<file path="src/rtl/dsfp_pkg.sv">
package dsfp_pkg;

  localparam int FRAME_BYTES = 24;
  localparam int NUM_WORDS   = 9;
  // bytes 2 .. FRAME_BYTES-2 are kept; the final byte is used as it arrives
  localparam int TAIL_DEPTH  = FRAME_BYTES - 3;
  localparam int POS_W       = $clog2(FRAME_BYTES);
  localparam int SUM_W       = 13;
  localparam int RESULT_BITS = 1 + 16 * (NUM_WORDS + 1);
  localparam int TDATA_W     = ((RESULT_BITS + 7) / 8) * 8;

  localparam logic [7:0] START_RESET = 8'd66;

endpackage

</file>
<file path="src/rtl/dust_sensor_frame_parser.sv">
// A result is loaded into the output register on the clock edge that accepts
// the last byte of a frame.
// Throughput: one byte per cycle; the input stalls only while a finished
// result waits on m_axis_tready.
// Reset (rst, synchronous): back to hunting, output empty, start_byte = 0x42.
module dust_sensor_frame_parser
  import dsfp_pkg::*;
(
  input  logic               clk,
  input  logic               rst,
  input  logic               cfg_we,
  input  logic [7:0]         cfg_wdata,
  input  logic               s_axis_tvalid,
  output logic               s_axis_tready,
  input  logic [7:0]         s_axis_tdata,   // [7:0] rx_byte
  output logic               m_axis_tvalid,
  input  logic               m_axis_tready,
  // [0] checksum_ok, [16:1] frame_length, then pm1_cf1, pm25_cf1, pm10_cf1,
  // pm1_atm, pm25_atm, pm10_atm, extra_word_a, extra_word_b, extra_word_c,
  // 16 bits each upward from bit 17; zero padded to the top
  output logic [TDATA_W-1:0] m_axis_tdata
);

  logic [7:0]       start_byte;
  logic             in_frame;
  logic [POS_W-1:0] byte_position;
  logic [SUM_W-1:0] running_sum;
  logic [7:0]       tail [TAIL_DEPTH];
  logic             out_valid;
  logic [TDATA_W-1:0] out_data;

  logic             accept;
  logic             take;
  logic             last;
  logic [POS_W-1:0] pos_cur;
  logic [SUM_W-1:0] sum_cur;
  logic [SUM_W-1:0] running_sum_next;
  logic [TDATA_W-1:0] result;

  assign s_axis_tready = !out_valid || m_axis_tready;
  assign m_axis_tvalid = out_valid;
  assign m_axis_tdata  = out_data;

  assign accept  = s_axis_tvalid && s_axis_tready;
  assign take    = accept && (in_frame || (s_axis_tdata == start_byte));
  assign pos_cur = in_frame ? byte_position : '0;
  assign sum_cur = in_frame ? running_sum : '0;
  assign last    = take && (pos_cur == POS_W'(FRAME_BYTES - 1));

  always_comb begin
    if (pos_cur < POS_W'(FRAME_BYTES - 2)) begin
      running_sum_next = sum_cur + SUM_W'(s_axis_tdata);
    end else begin
      running_sum_next = sum_cur;
    end
  end

  // tail[j] holds frame byte j+2 when the last byte arrives
  always_comb begin
    result = '0;
    result[0] = ({{(16 - SUM_W){1'b0}}, sum_cur} == {tail[TAIL_DEPTH-1], s_axis_tdata});
    result[16:1] = {tail[0], tail[1]};
    for (int k = 0; k < NUM_WORDS; k++) begin
      result[17 + 16*k +: 16] = {tail[2 + 2*k], tail[3 + 2*k]};
    end
  end

  always_ff @(posedge clk) begin
    if (rst) begin
      start_byte    <= START_RESET;
      in_frame      <= 1'b0;
      byte_position <= '0;
      running_sum   <= '0;
      out_valid     <= 1'b0;
    end else begin
      if (cfg_we) begin
        start_byte <= cfg_wdata;
      end
      if (take) begin
        if (last) begin
          in_frame      <= 1'b0;
          byte_position <= '0;
          running_sum   <= '0;
        end else begin
          in_frame      <= 1'b1;
          byte_position <= pos_cur + 1'b1;
          running_sum   <= running_sum_next;
        end
      end
      if (last) begin
        out_valid <= 1'b1;
      end else if (m_axis_tready) begin
        out_valid <= 1'b0;
      end
    end
  end

  always_ff @(posedge clk) begin
    if (take) begin
      for (int j = 0; j < TAIL_DEPTH - 1; j++) begin
        tail[j] <= tail[j+1];
      end
      tail[TAIL_DEPTH-1] <= s_axis_tdata;
    end
    if (last) begin
      out_data <= result;
    end
  end

endmodule

</file>
<file path="config.mk">
export PLATFORM = sky130hd
export DESIGN_NAME = dust_sensor_frame_parser
export DESIGN_NICKNAME = d
export VERILOG_FILES = /design/src/rtl/dsfp_pkg.sv /design/src/rtl/dust_sensor_frame_parser.sv
export SDC_FILE = /design/constraint.sdc
export NUM_CORES = 1
export LEC_CHECK = 0
export BUFFER_PORTS_ARGS = -buffer_cell sky130_fd_sc_hd__clkbuf_2
export CAP_MARGIN = 30
export CORE_MARGIN = 2
export CORE_UTILIZATION = 45
export CTS_CLUSTER_DIAMETER = 120
export DETAILED_ROUTE_END_ITERATION = 8
export HOLD_SLACK_MARGIN = 0.08
export PLACE_DENSITY = 0.66
export SYNTH_ARGS = -nofsm -noshare
export SYNTH_HDL_FRONTEND = slang
export SYNTH_SLANG_ARGS = --single-unit
</file>
<file path="constraint.sdc">
create_clock -name clk -period 22.7 [get_ports clk]
set_input_delay 5.675 -clock clk [delete_from_list [all_inputs] [get_ports clk]]
set_output_delay 5.675 -clock clk [all_outputs]
set_load 0.05 [all_outputs]
</file>
==> results.py, run 1 <==
metrics = {
    "cells_and_area": {
        "final-instance-count-excl-fill": 1189,
        "drive_gt1_frac": 0.2916,
        "diodes": 0,
        "area_growth_pct": 20.63,
        "layout_commonest_cell": "edfxtp_1",
        "utilization": 0.5565,
        "most-common-layout-cells": "edfxtp_1 (329), clkbuf_2 (183), clkbuf_16 (37)",
        "fin_nets": 855,
        "fill_cells": 1995,
    },
    "logic_synthesis": {
        "synth_seq_cells": 357,
        "synth-edff-count": 329,
        "synth_flop_cell": "edfxtp_1",
        "syn_avg_cell_area_um2": 19.59,
        "syn_inst": 617,
        "synth.distinct_cells": 62,
        "yosysWarnings": 0,
        "synth.cell_area_um2": 12090,
        "async_flop_share": 0,
        "ys_seq_area_frac": 0.8636,
    },
    "routing": {
        "wire_per_inst_um": 17.10,
        "drcViolationCount": 0,
        "antenna_violating_nets_post_route": 0,
        "drt-vias-per-instance": 5.009,
        "dr.pass1.iters": 5,
        "wl_um": 20330,
        "num_vias": 5956,
        "first_iter_violations": 538,
    },
    "run": {
        "drv_cap": 0,
    },
    "clock_tree": {
        "insertion_delay_ns": 0.50,
        "cts-root-buf": "clkbuf_16",
        "clkTransAtPathRegs_ns": 0.06,
        "postCtsSetupBuffers": 0,
        "cts-resized-gates": 0,
        "htreeDepth": 2,
        "ctsHoldBuffers": 0,
        "cts.path.max_buffers": 3,
        "clock-sinks": 357,
        "cts_tree": "built",
        "cts_inserted_buffers": 37,
    },
    "worst_setup_path": {
        "worst_ep_arrival_time_ns": 6.16,
        "worst_setup_path_start_kind": "primary input",
        "crit_type": "in -> out",
        "end_kind": "output pin",
        "path_max_fanout": 3,
        "rrSetupSlack_ns": 19.31,
        "worstPathRequired_ns": 17.02,
    },
    "global_route": {
        "grt.overflow.total": 0,
        "grt_pass1_wl_um": 31400,
        "grt_pass1_vias": 5679,
        "antenna_found_initial": 0,
        "track_usage": 0.1413,
        "grt_max_degree": 106,
    },
    "power_and_ir_drop": {
        "power_switching_mw": 0.2403,
        "power.total_mw": 1.304,
        "p_per_area_nw_per_um2": 89.41,
        "power_leakage_nw": 5.138,
        "seqPwrFrac": 0.547,
        "p_int_mw": 1.063,
        "switching_share": 0.1843,
        "combPwrFrac": 0.012,
        "peakVddDrop_v": 0.00005320,
        "p_clk_frac": 0.442,
    },
    "floorplan": {
        "coreArea_um2": 26210,
        "floorplan.initialDensity": 0.4613,
        "dieArea_um2": 28190,
        "die_w_um": 167.9,
        "io_pins": 191,
        "num_rows": 59,
        "die_y_um": 167.9,
    },
    "timing": {
        "fin_crit_ns": 11.84,
        "setup_viol": 0,
        "finalHoldViolCount": 0,
        "max_freq_mhz": 84.48,
        "slew_violations": 0,
        "period_share": 0.5215,
        "tns_ns": 0,
        "tightestPinTransition_ns": 0.7787,
        "rsz0062_at_grt": "false",
        "skew_ns": 0.01118,
        "maxSlewHeadroom": 0.4809,
    },
    "placement": {
        "gp_congestion": 0.8133,
        "place_inst": 1123,
        "dp_hpwl_um": 12660,
        "portBuffers": 183,
    },
    "min_path": {
        "min_path_type": "reg -> reg",
    },
    "run_status": {
        "outcome": "completed",
    },
}
[flip-flops by register name, summed over array words and instances, names as in the netlist]
name	flops
in_frame	1
tail	168
m_axis_tdata	161
running_sum	13
start_byte	8
m_axis_tvalid	1
byte_position	5
[path summary, 6_finish.rpt]
check                           to     startpoint  cells after the start
hold reg to reg   m_axis_tdata[16]     tail[0][7]                      0
hold / removal    m_axis_tdata[16]     tail[0][7]                      0
setup reg to reg  m_axis_tdata[38]       in_frame                      9
setup / recovery     s_axis_tready  m_axis_tready                      3
[logic make-up after synthesis]
kind of cell	synth area share
DFF	0.8636
buffers and inverters	0.01232
AOI/OAI and AO/OA	0.04450
muxes	0.006624
other	0.0003102
adders and majority gates	0.007762
xor gates and xnor gates	0.01377
and+or+nand+nor	0.05113
[cell usage after synthesis, drive strengths merged, types with 3 or more instances]
library cell	number	area (um^2)
edfxtp	329	9879
dfxtp	28	560.5
nor2	28	105.1
nand2	23	88.84
o21ai	20	100.1
xnor2	16	140.1
a21oi	13	65.06
and2	13	86.34
clkbuf	13	48.80
buf	11	77.57
a21o	10	75.07
nand3	10	55.05
a22oi	8	60.06
mux2i	8	80.08
nand4	7	43.79
inv	6	22.52
nand2b	6	37.54
nor3	6	46.30
ha	5	62.56
nor4	5	31.28
a31oi	4	25.02
and3	4	25.02
o211ai	3	22.52
xor2	3	26.28
[power by group through the flow]
stage	registers, mW	logic [mW]	clock network (mW)
3_3_place_gp	0.726	0.0150	0
6_report	0.713	0.0153	0.576
2_1_floorplan	0.726	0.0118	0
3_5_place_dp	0.726	0.0152	0
4_1_cts	0.713	0.0152	0.593
5_1_grt	0.712	0.0167	0.617
[area by class of cell]
type                       instances  area (um^2)  share of cell area
inverter                           6        27.53            0.001888
clock buffer                      49        970.9             0.06658
multi-input combinational        236         1530              0.1049
clock inverter                    16        186.4             0.01278
timing repair buffer             190         1008             0.06916
tap                              335        419.2             0.02874
sequential                       357        10440              0.7159
[per-stage QoR]
stage	hold WS [ns]	setup slack (ns)	instance area, um^2
2_1_floorplan	0.4003	8.674	12110
3_3_place_gp	0.4008	10.88	13370
3_5_place_dp	0.4057	10.86	13400
4_1_cts	0.4195	10.86	14560
5_1_grt	0.4332	10.83	14580
6_report	0.4171	10.86	14580
[critical path: stages]
cell and delay (ns):
clkbuf_2 0.07, nand2b_1 0.13, clkbuf_2 0.29
[per-layer routing]
| metal | part of all wire | GRT usage | up-vias |
|---|---|---|---|
| li1 | - | - | 2811 |
| met1 | 0.45 | 0.1968 | 2891 |
| met2 | 0.47 | 0.2249 | 221 |
| met3 | 0.070 | 0.03456 | 33 |
| met4 | 0.018 | 0.03856 | 0 |
| met5 | 0 | 0 | - |
Power figures use the tool's default switching activity.
==> run 2, diff against run 1 <==
PLACE_DENSITY = 0.68   (was 0.66)
clock period = 10.78 ns   (was 22.7 ns; I/O delays follow)
==> results.py, run 2 (same netlist as run 1, synthesis figures left out) <==
metrics = {
    "placement": {
        "dp_hpwl_um": 12740,
        "dpl_cell_area_um2": 13400,
        "portBuffers": 183,
        "place_inst": 1121,
        "pre_cts_ws_ns": 4.916,
        "gp_congestion": 0.8361,
    },
    "routing": {
        "drt-vias-per-instance": 5.018,
        "first_iter_violations": 454,
        "antenna_violating_nets_post_route": 0,
        "dr.pass1.iters": 5,
        "num_vias": 5956,
        "drcViolationCount": 0,
        "wire_per_inst_um": 16.96,
        "wl_um": 20140,
    },
    "floorplan": {
        "io_pins": 191,
        "die_w_um": 167.9,
        "floorplan.initialDensity": 0.4613,
        "die_y_um": 167.9,
        "num_rows": 59,
        "dieArea_um2": 28190,
        "coreArea_um2": 26210,
    },
    "worst_setup_path": {
        "cp_cell_sequence": "clkbuf_2, nand2b_1, clkbuf_2",
        "crit_type": "in -> out",
        "worst_ep_arrival_time_ns": 3.16,
        "worst_setup_path_start_kind": "primary input",
        "regToRegEndpoint": "tail[18][5]",
        "crit_top_cell": "clkbuf_2",
        "path_max_fanout": 3,
        "cp_slowest_stage_delay_ns": 0.28,
        "reg2regPathDepth": 7,
        "critPathBufInv": 2,
        "path_delay_family": "buffers and inverters",
        "worstPathRequired_ns": 8.09,
        "reg2reg_from": "in_frame",
        "cp_slowest_cell": "clkbuf_2",
        "rrSetupSlack_ns": 7.46,
        "end_kind": "output pin",
    },
    "timing": {
        "period_share": 0.5434,
        "slew_violations": 0,
        "fin_ws_ns": 4.922,
        "max_freq_mhz": 170.7,
        "rsz0062_at_grt": "false",
        "maxSlewHeadroom": 0.3308,
        "setup_viol": 0,
        "skew_ns": 0.01142,
        "fin_crit_ns": 5.858,
        "finalHoldViolCount": 0,
        "tns_ns": 0,
        "tightestPinTransition_ns": 1.004,
    },
    "clock_tree": {
        "insertion_delay_ns": 0.52,
        "clkTransAtPathRegs_ns": 0.05,
        "htreeDepth": 2,
        "cts-resized-gates": 0,
        "clock-sinks": 357,
        "postCtsSetupBuffers": 0,
        "cts.path.max_buffers": 3,
        "ctsHoldBuffers": 0,
        "cts_tree": "built",
        "cts_inserted_buffers": 37,
        "cts-root-buf": "clkbuf_16",
    },
    "cells_and_area": {
        "fin_nets": 852,
        "final-instance-count-excl-fill": 1187,
        "area_growth_pct": 21.04,
        "diodes": 0,
        "design_area_um2": 14630,
        "regMostFlops": "tail",
        "largest_register_ffs": 168,
        "most-common-layout-cells": "edfxtp_1 (329), clkbuf_2 (183), clkbuf_16 (38)",
        "layout_commonest_cell": "edfxtp_1",
        "drive_gt1_frac": 0.2958,
    },
    "min_path": {
        "whs_endpoint": "m_axis_tdata[16]",
        "min_path_type": "reg -> reg",
        "hold_path_depth": 0,
        "hold_start": "tail[0][7]",
    },
    "power_and_ir_drop": {
        "power_leakage_nw": 5.156,
        "peakVddDrop_v": 0.0001120,
        "power.total_mw": 2.802,
        "p_per_area_nw_per_um2": 191.5,
    },
    "global_route": {
        "grt.overflow.total": 0,
        "antenna_found_initial": 0,
        "grt_pass1_wl_um": 30880,
        "grt_pass1_vias": 5687,
        "track_usage": 0.1402,
        "grt_max_degree": 164,
    },
    "run": {
        "drv_cap": 0,
    },
    "run_status": {
        "outcome": "completed",
    },
}
[run 2: cell count changes in the layout (fill, tap and decap cells not counted), moves of 2 or more]
cell | previous run | this run
inv_6 | 3 | 1
clkbuf_1 | 12 | 5
buf_4 | 5 | 2
clkinv_1 | 6 | 8
clkinvlp_4 | 0 | 2
clkinv_2 | 3 | 5
[run 2: worst max-delay path by stage]
stage                         start         endpoint  slack [ns]  cells after the start
floorplan           s_axis_tdata[4]  m_axis_tdata[0]        2.50                      6
global placement    s_axis_tdata[5]      tail[18][7]        4.85                      7
detailed placement    m_axis_tready    s_axis_tready        4.92                      3
CTS                   m_axis_tready    s_axis_tready        4.91                      3
global route          m_axis_tready    s_axis_tready        4.89                      3
finish                m_axis_tready    s_axis_tready        4.92                      3
[run 2: through the flow]
step | hold slack [ns] | utilization
6_report | 0.4179 | 0.5584
5_1_grt | 0.4282 | 0.5584
4_1_cts | 0.4187 | 0.5584
3_5_place_dp | 0.4054 | 0.5111
3_3_place_gp | 0.4001 | 0.5101
2_1_floorplan | 0.4003 | -
[run 2: worst register-to-register path, delay by kind of cell, from the launching register on]
family	cells	cell delay, ns
simple gates	1	0.32
compound gates	1	0.22
flops	1	0.31
buf+inv	5	2.09
[run 2: routing by layer]
layer	part of all wire	GRT usage
met1	0.43	0.1919
met2	0.46	0.2142
met3	0.088	0.04349
met4	0.027	0.05066
met5	0	0
[run 2: cell type report]
class | instances | area, um^2
flip-flops and latches | 357 | 10440
clock buffers | 43 | 969.7
inverters | 6 | 27.53
repair buffers | 187 | 978.4
fillers | 2007 | 11570
clock inverters | 23 | 267.8
well taps | 335 | 419.2
multi-input cells | 236 | 1530
[run 2: where the power goes]
part           internal [mW]  switching (mW)  leakage [nW]
Clock                  0.770           0.500         0.600
Combinational         0.0107          0.0205          1.37
Sequential              1.50         0.00315          3.18
Total                   2.28           0.524          5.16
==> run 3, diff against run 2 <==
ABC_AREA = 1   (was not set)
PLACE_DENSITY = 0.66   (was 0.68)
clock period = 5.4 ns   (was 10.78 ns; I/O delays follow)
==> results.py, run 3 <==
metrics = {
    "floorplan": {
        "num_rows": 59,
        "die_y_um": 166.8,
        "dieArea_um2": 27820,
        "coreArea_um2": 26060,
        "io_pins": 191,
        "die_w_um": 166.8,
        "floorplan.initialDensity": 0.4576,
    },
    "routing": {
        "dr.pass1.iters": 7,
        "wire_per_inst_um": 16.47,
        "met3_length_um": 1597,
        "drt-vias-per-instance": 4.781,
        "first_iter_violations": 580,
        "top_layer": "met4",
        "wl_met2_um": 9334,
        "antenna_violating_nets_post_route": 0,
        "drcViolationCount": 0,
        "num_vias": 5890,
        "wl_met1_um": 9006,
        "wl_um": 20300,
    },
    "cells_and_area": {
        "drive_gt1_frac": 0.2988,
        "utilization": 0.5561,
        "diodes": 0,
        "seqCellArea_um2": 10440,
        "fin_nets": 898,
        "area_growth_pct": 21.53,
        "layout_commonest_cell": "edfxtp_1",
        "most-common-layout-cells": "edfxtp_1 (329), clkbuf_2 (183), nand2_1 (85)",
        "largest_register_ffs": 168,
        "multi_input_area_um2": 1259,
        "fill_cells": 2049,
        "regMostFlops": "tail",
    },
    "logic_synthesis": {
        "async_flop_share": 0,
        "synth-edff-count": 329,
        "synth_top_area_frac": 0.8285,
        "synth_common_cells": "edfxtp_1 (329), nand2_1 (85), nor2_1 (43)",
        "yosysMostFrequentCell": "edfxtp_1",
        "synth.cell_area_um2": 11920,
        "yosysWarnings": 0,
        "synth_flop_cell": "edfxtp_1",
        "syn_avg_cell_area_um2": 18.26,
        "ys_seq_area_frac": 0.8756,
        "synth.area.top_cells": "edfxtp_1 (83%), dfxtp_1 (4.7%), nand2_1 (2.7%)",
        "yosysTopAreaCell": "edfxtp_1",
        "synth_seq_cells": 357,
        "synth.distinct_cells": 37,
        "syn_inst": 653,
    },
    "worst_setup_path": {
        "path_max_fanout": 2,
        "worstPathRequired_ns": 4.05,
        "cp-endpoint": "s_axis_tready",
        "end_kind": "output pin",
        "reg2reg_from": "in_frame",
        "crit_type": "in -> out",
        "startpoint": "m_axis_tready",
        "cp_slowest_cell": "clkbuf_2",
        "cp_slowest_stage_delay_ns": 0.30,
        "reg2regPathDepth": 5,
        "crit_top_cell": "clkbuf_2",
        "regToRegEndpoint": "tail[17][0]",
        "worst_ep_arrival_time_ns": 1.88,
        "cp_cell_sequence": "clkbuf_2, inv_1, nand2_1, clkbuf_2",
        "worst_setup_path_start_kind": "primary input",
        "rrSetupSlack_ns": 2.40,
    },
    "power_and_ir_drop": {
        "seqPwrFrac": 0.539,
        "combPwrFrac": 0.011,
        "power_leakage_nw": 5.325,
        "switching_share": 0.1839,
        "p_per_area_nw_per_um2": 384.1,
        "p_clk_frac": 0.450,
        "power_switching_mw": 1.023,
        "peakVddDrop_v": 0.0003136,
        "p_int_mw": 4.543,
    },
    "clock_tree": {
        "cts_tree": "built",
        "htreeDepth": 2,
        "cts.path.max_buffers": 3,
        "insertion_delay_ns": 0.50,
        "cts-resized-gates": 0,
        "clkTransAtPathRegs_ns": 0.06,
        "ctsHoldBuffers": 0,
        "clock-sinks": 357,
        "cts_inserted_buffers": 36,
        "postCtsSetupBuffers": 0,
        "cts-root-buf": "clkbuf_16",
    },
    "timing": {
        "setup_viol": 0,
        "max_freq_mhz": 309.4,
        "rsz0062_at_grt": "false",
        "slew_violations": 0,
        "tns_ns": 0,
        "maxSlewHeadroom": 0.3392,
        "skew_ns": 0.01223,
        "tightestPinTransition_ns": 0.9898,
        "fin_ws_ns": 2.168,
        "period_share": 0.5986,
        "fin_crit_ns": 3.232,
        "finalHoldViolCount": 0,
    },
    "global_route": {
        "grt_pass1_wl_um": 32140,
        "grt_max_degree": 91,
        "grt_pass1_vias": 5803,
        "track_usage": 0.1453,
        "grt.overflow.total": 0,
        "antenna_found_initial": 0,
    },
    "run_status": {
        "outcome": "completed",
    },
    "min_path": {
        "min_path_type": "reg -> reg",
    },
    "placement": {
        "dp_hpwl_um": 12850,
        "gp_congestion": 0.9202,
        "portBuffers": 183,
        "pre_cts_ws_ns": 1.688,
    },
    "run": {
        "drv_cap": 0,
    },
}
==> run 3: cell types whose count changed after synthesis, moves of 8 or more <==
cell / change
a21o_1: -10
a22oi_1: -8
and2_1: -11
clkbuf_1: -10
inv_1: +29
mux2i_1: -8
nand2_1: +63
nand2_2: +11
nand3_1: +12
nor2_1: +15
==> run 3: critical path: cells and delay by family <==
| kind | cells | cell delay (ns) |
|---|---|---|
| and+or+nand+nor | 1 | 0.12 |
| buffers and inverters | 3 | 0.42 |
==> run 3: final cells by class <==
type / count / share of cell area
Clock inverter: 22 / 0.01951
Clock buffer: 42 / 0.06441
Multi-Input combinational cell: 247 / 0.08686
Tap cell: 335 / 0.02892
Sequential cell: 357 / 0.7204
Timing Repair Buffer: 188 / 0.06890
Inverter: 41 / 0.01097
==> run 3: stage by stage <==
stage,power (mW),std cells,area (um^2),hold WS (ns)
6_report,5.566,1232,14490,0.4176
5_1_grt,5.740,1232,14490,0.4361
4_1_cts,5.635,1231,14460,0.4136
3_5_place_dp,3.120,1167,13250,0.4045
3_3_place_gp,3.119,1167,13250,0.4012
2_1_floorplan,3.102,659,11950,0.4003
==> run 3: power groups by stage <==
stage / Sequential (mW) / Combinational (mW) / Clock (mW)
floorplan: 3.06 / 0.0473 / 0
global placement: 3.06 / 0.0606 / 0
detailed placement: 3.06 / 0.0613 / 0
CTS: 3.00 / 0.0613 / 2.57
global route: 3.00 / 0.0686 / 2.67
finish: 3.00 / 0.0614 / 2.50
==> run 3: cell families after synthesis <==
group | share of synthesized area
adder cells (fa/ha/maj) | 0.006926
flip-flops | 0.8756
AO/OA/AOI/OAI | 0.01805
buffers and inverters | 0.02120
other | 0.0003145
XOR/XNOR | 0.01028
AND/OR/NAND/NOR | 0.06768
==> run 3: worst min-delay path by stage <==
stage / slack (ns) / cells after the start / from / to
3_3_place_gp: 0.40 / 0 / tail[0][0] / m_axis_tdata[9]
6_report: 0.42 / 0 / tail[0][0] / m_axis_tdata[9]
3_5_place_dp: 0.40 / 0 / tail[0][2] / m_axis_tdata[11]
2_1_floorplan: 0.40 / 0 / tail[0][1] / m_axis_tdata[10]
5_1_grt: 0.44 / 0 / tail[0][4] / m_axis_tdata[13]
4_1_cts: 0.41 / 0 / tail[0][0] / m_axis_tdata[9]
==> run 3: routing by layer <==
layer | track usage | up-vias
li1 | - | 2795
met5 | 0 | -
met1 | 0.2033 | 2841
met3 | 0.04349 | 34
met4 | 0.04123 | 0
met2 | 0.2235 | 220
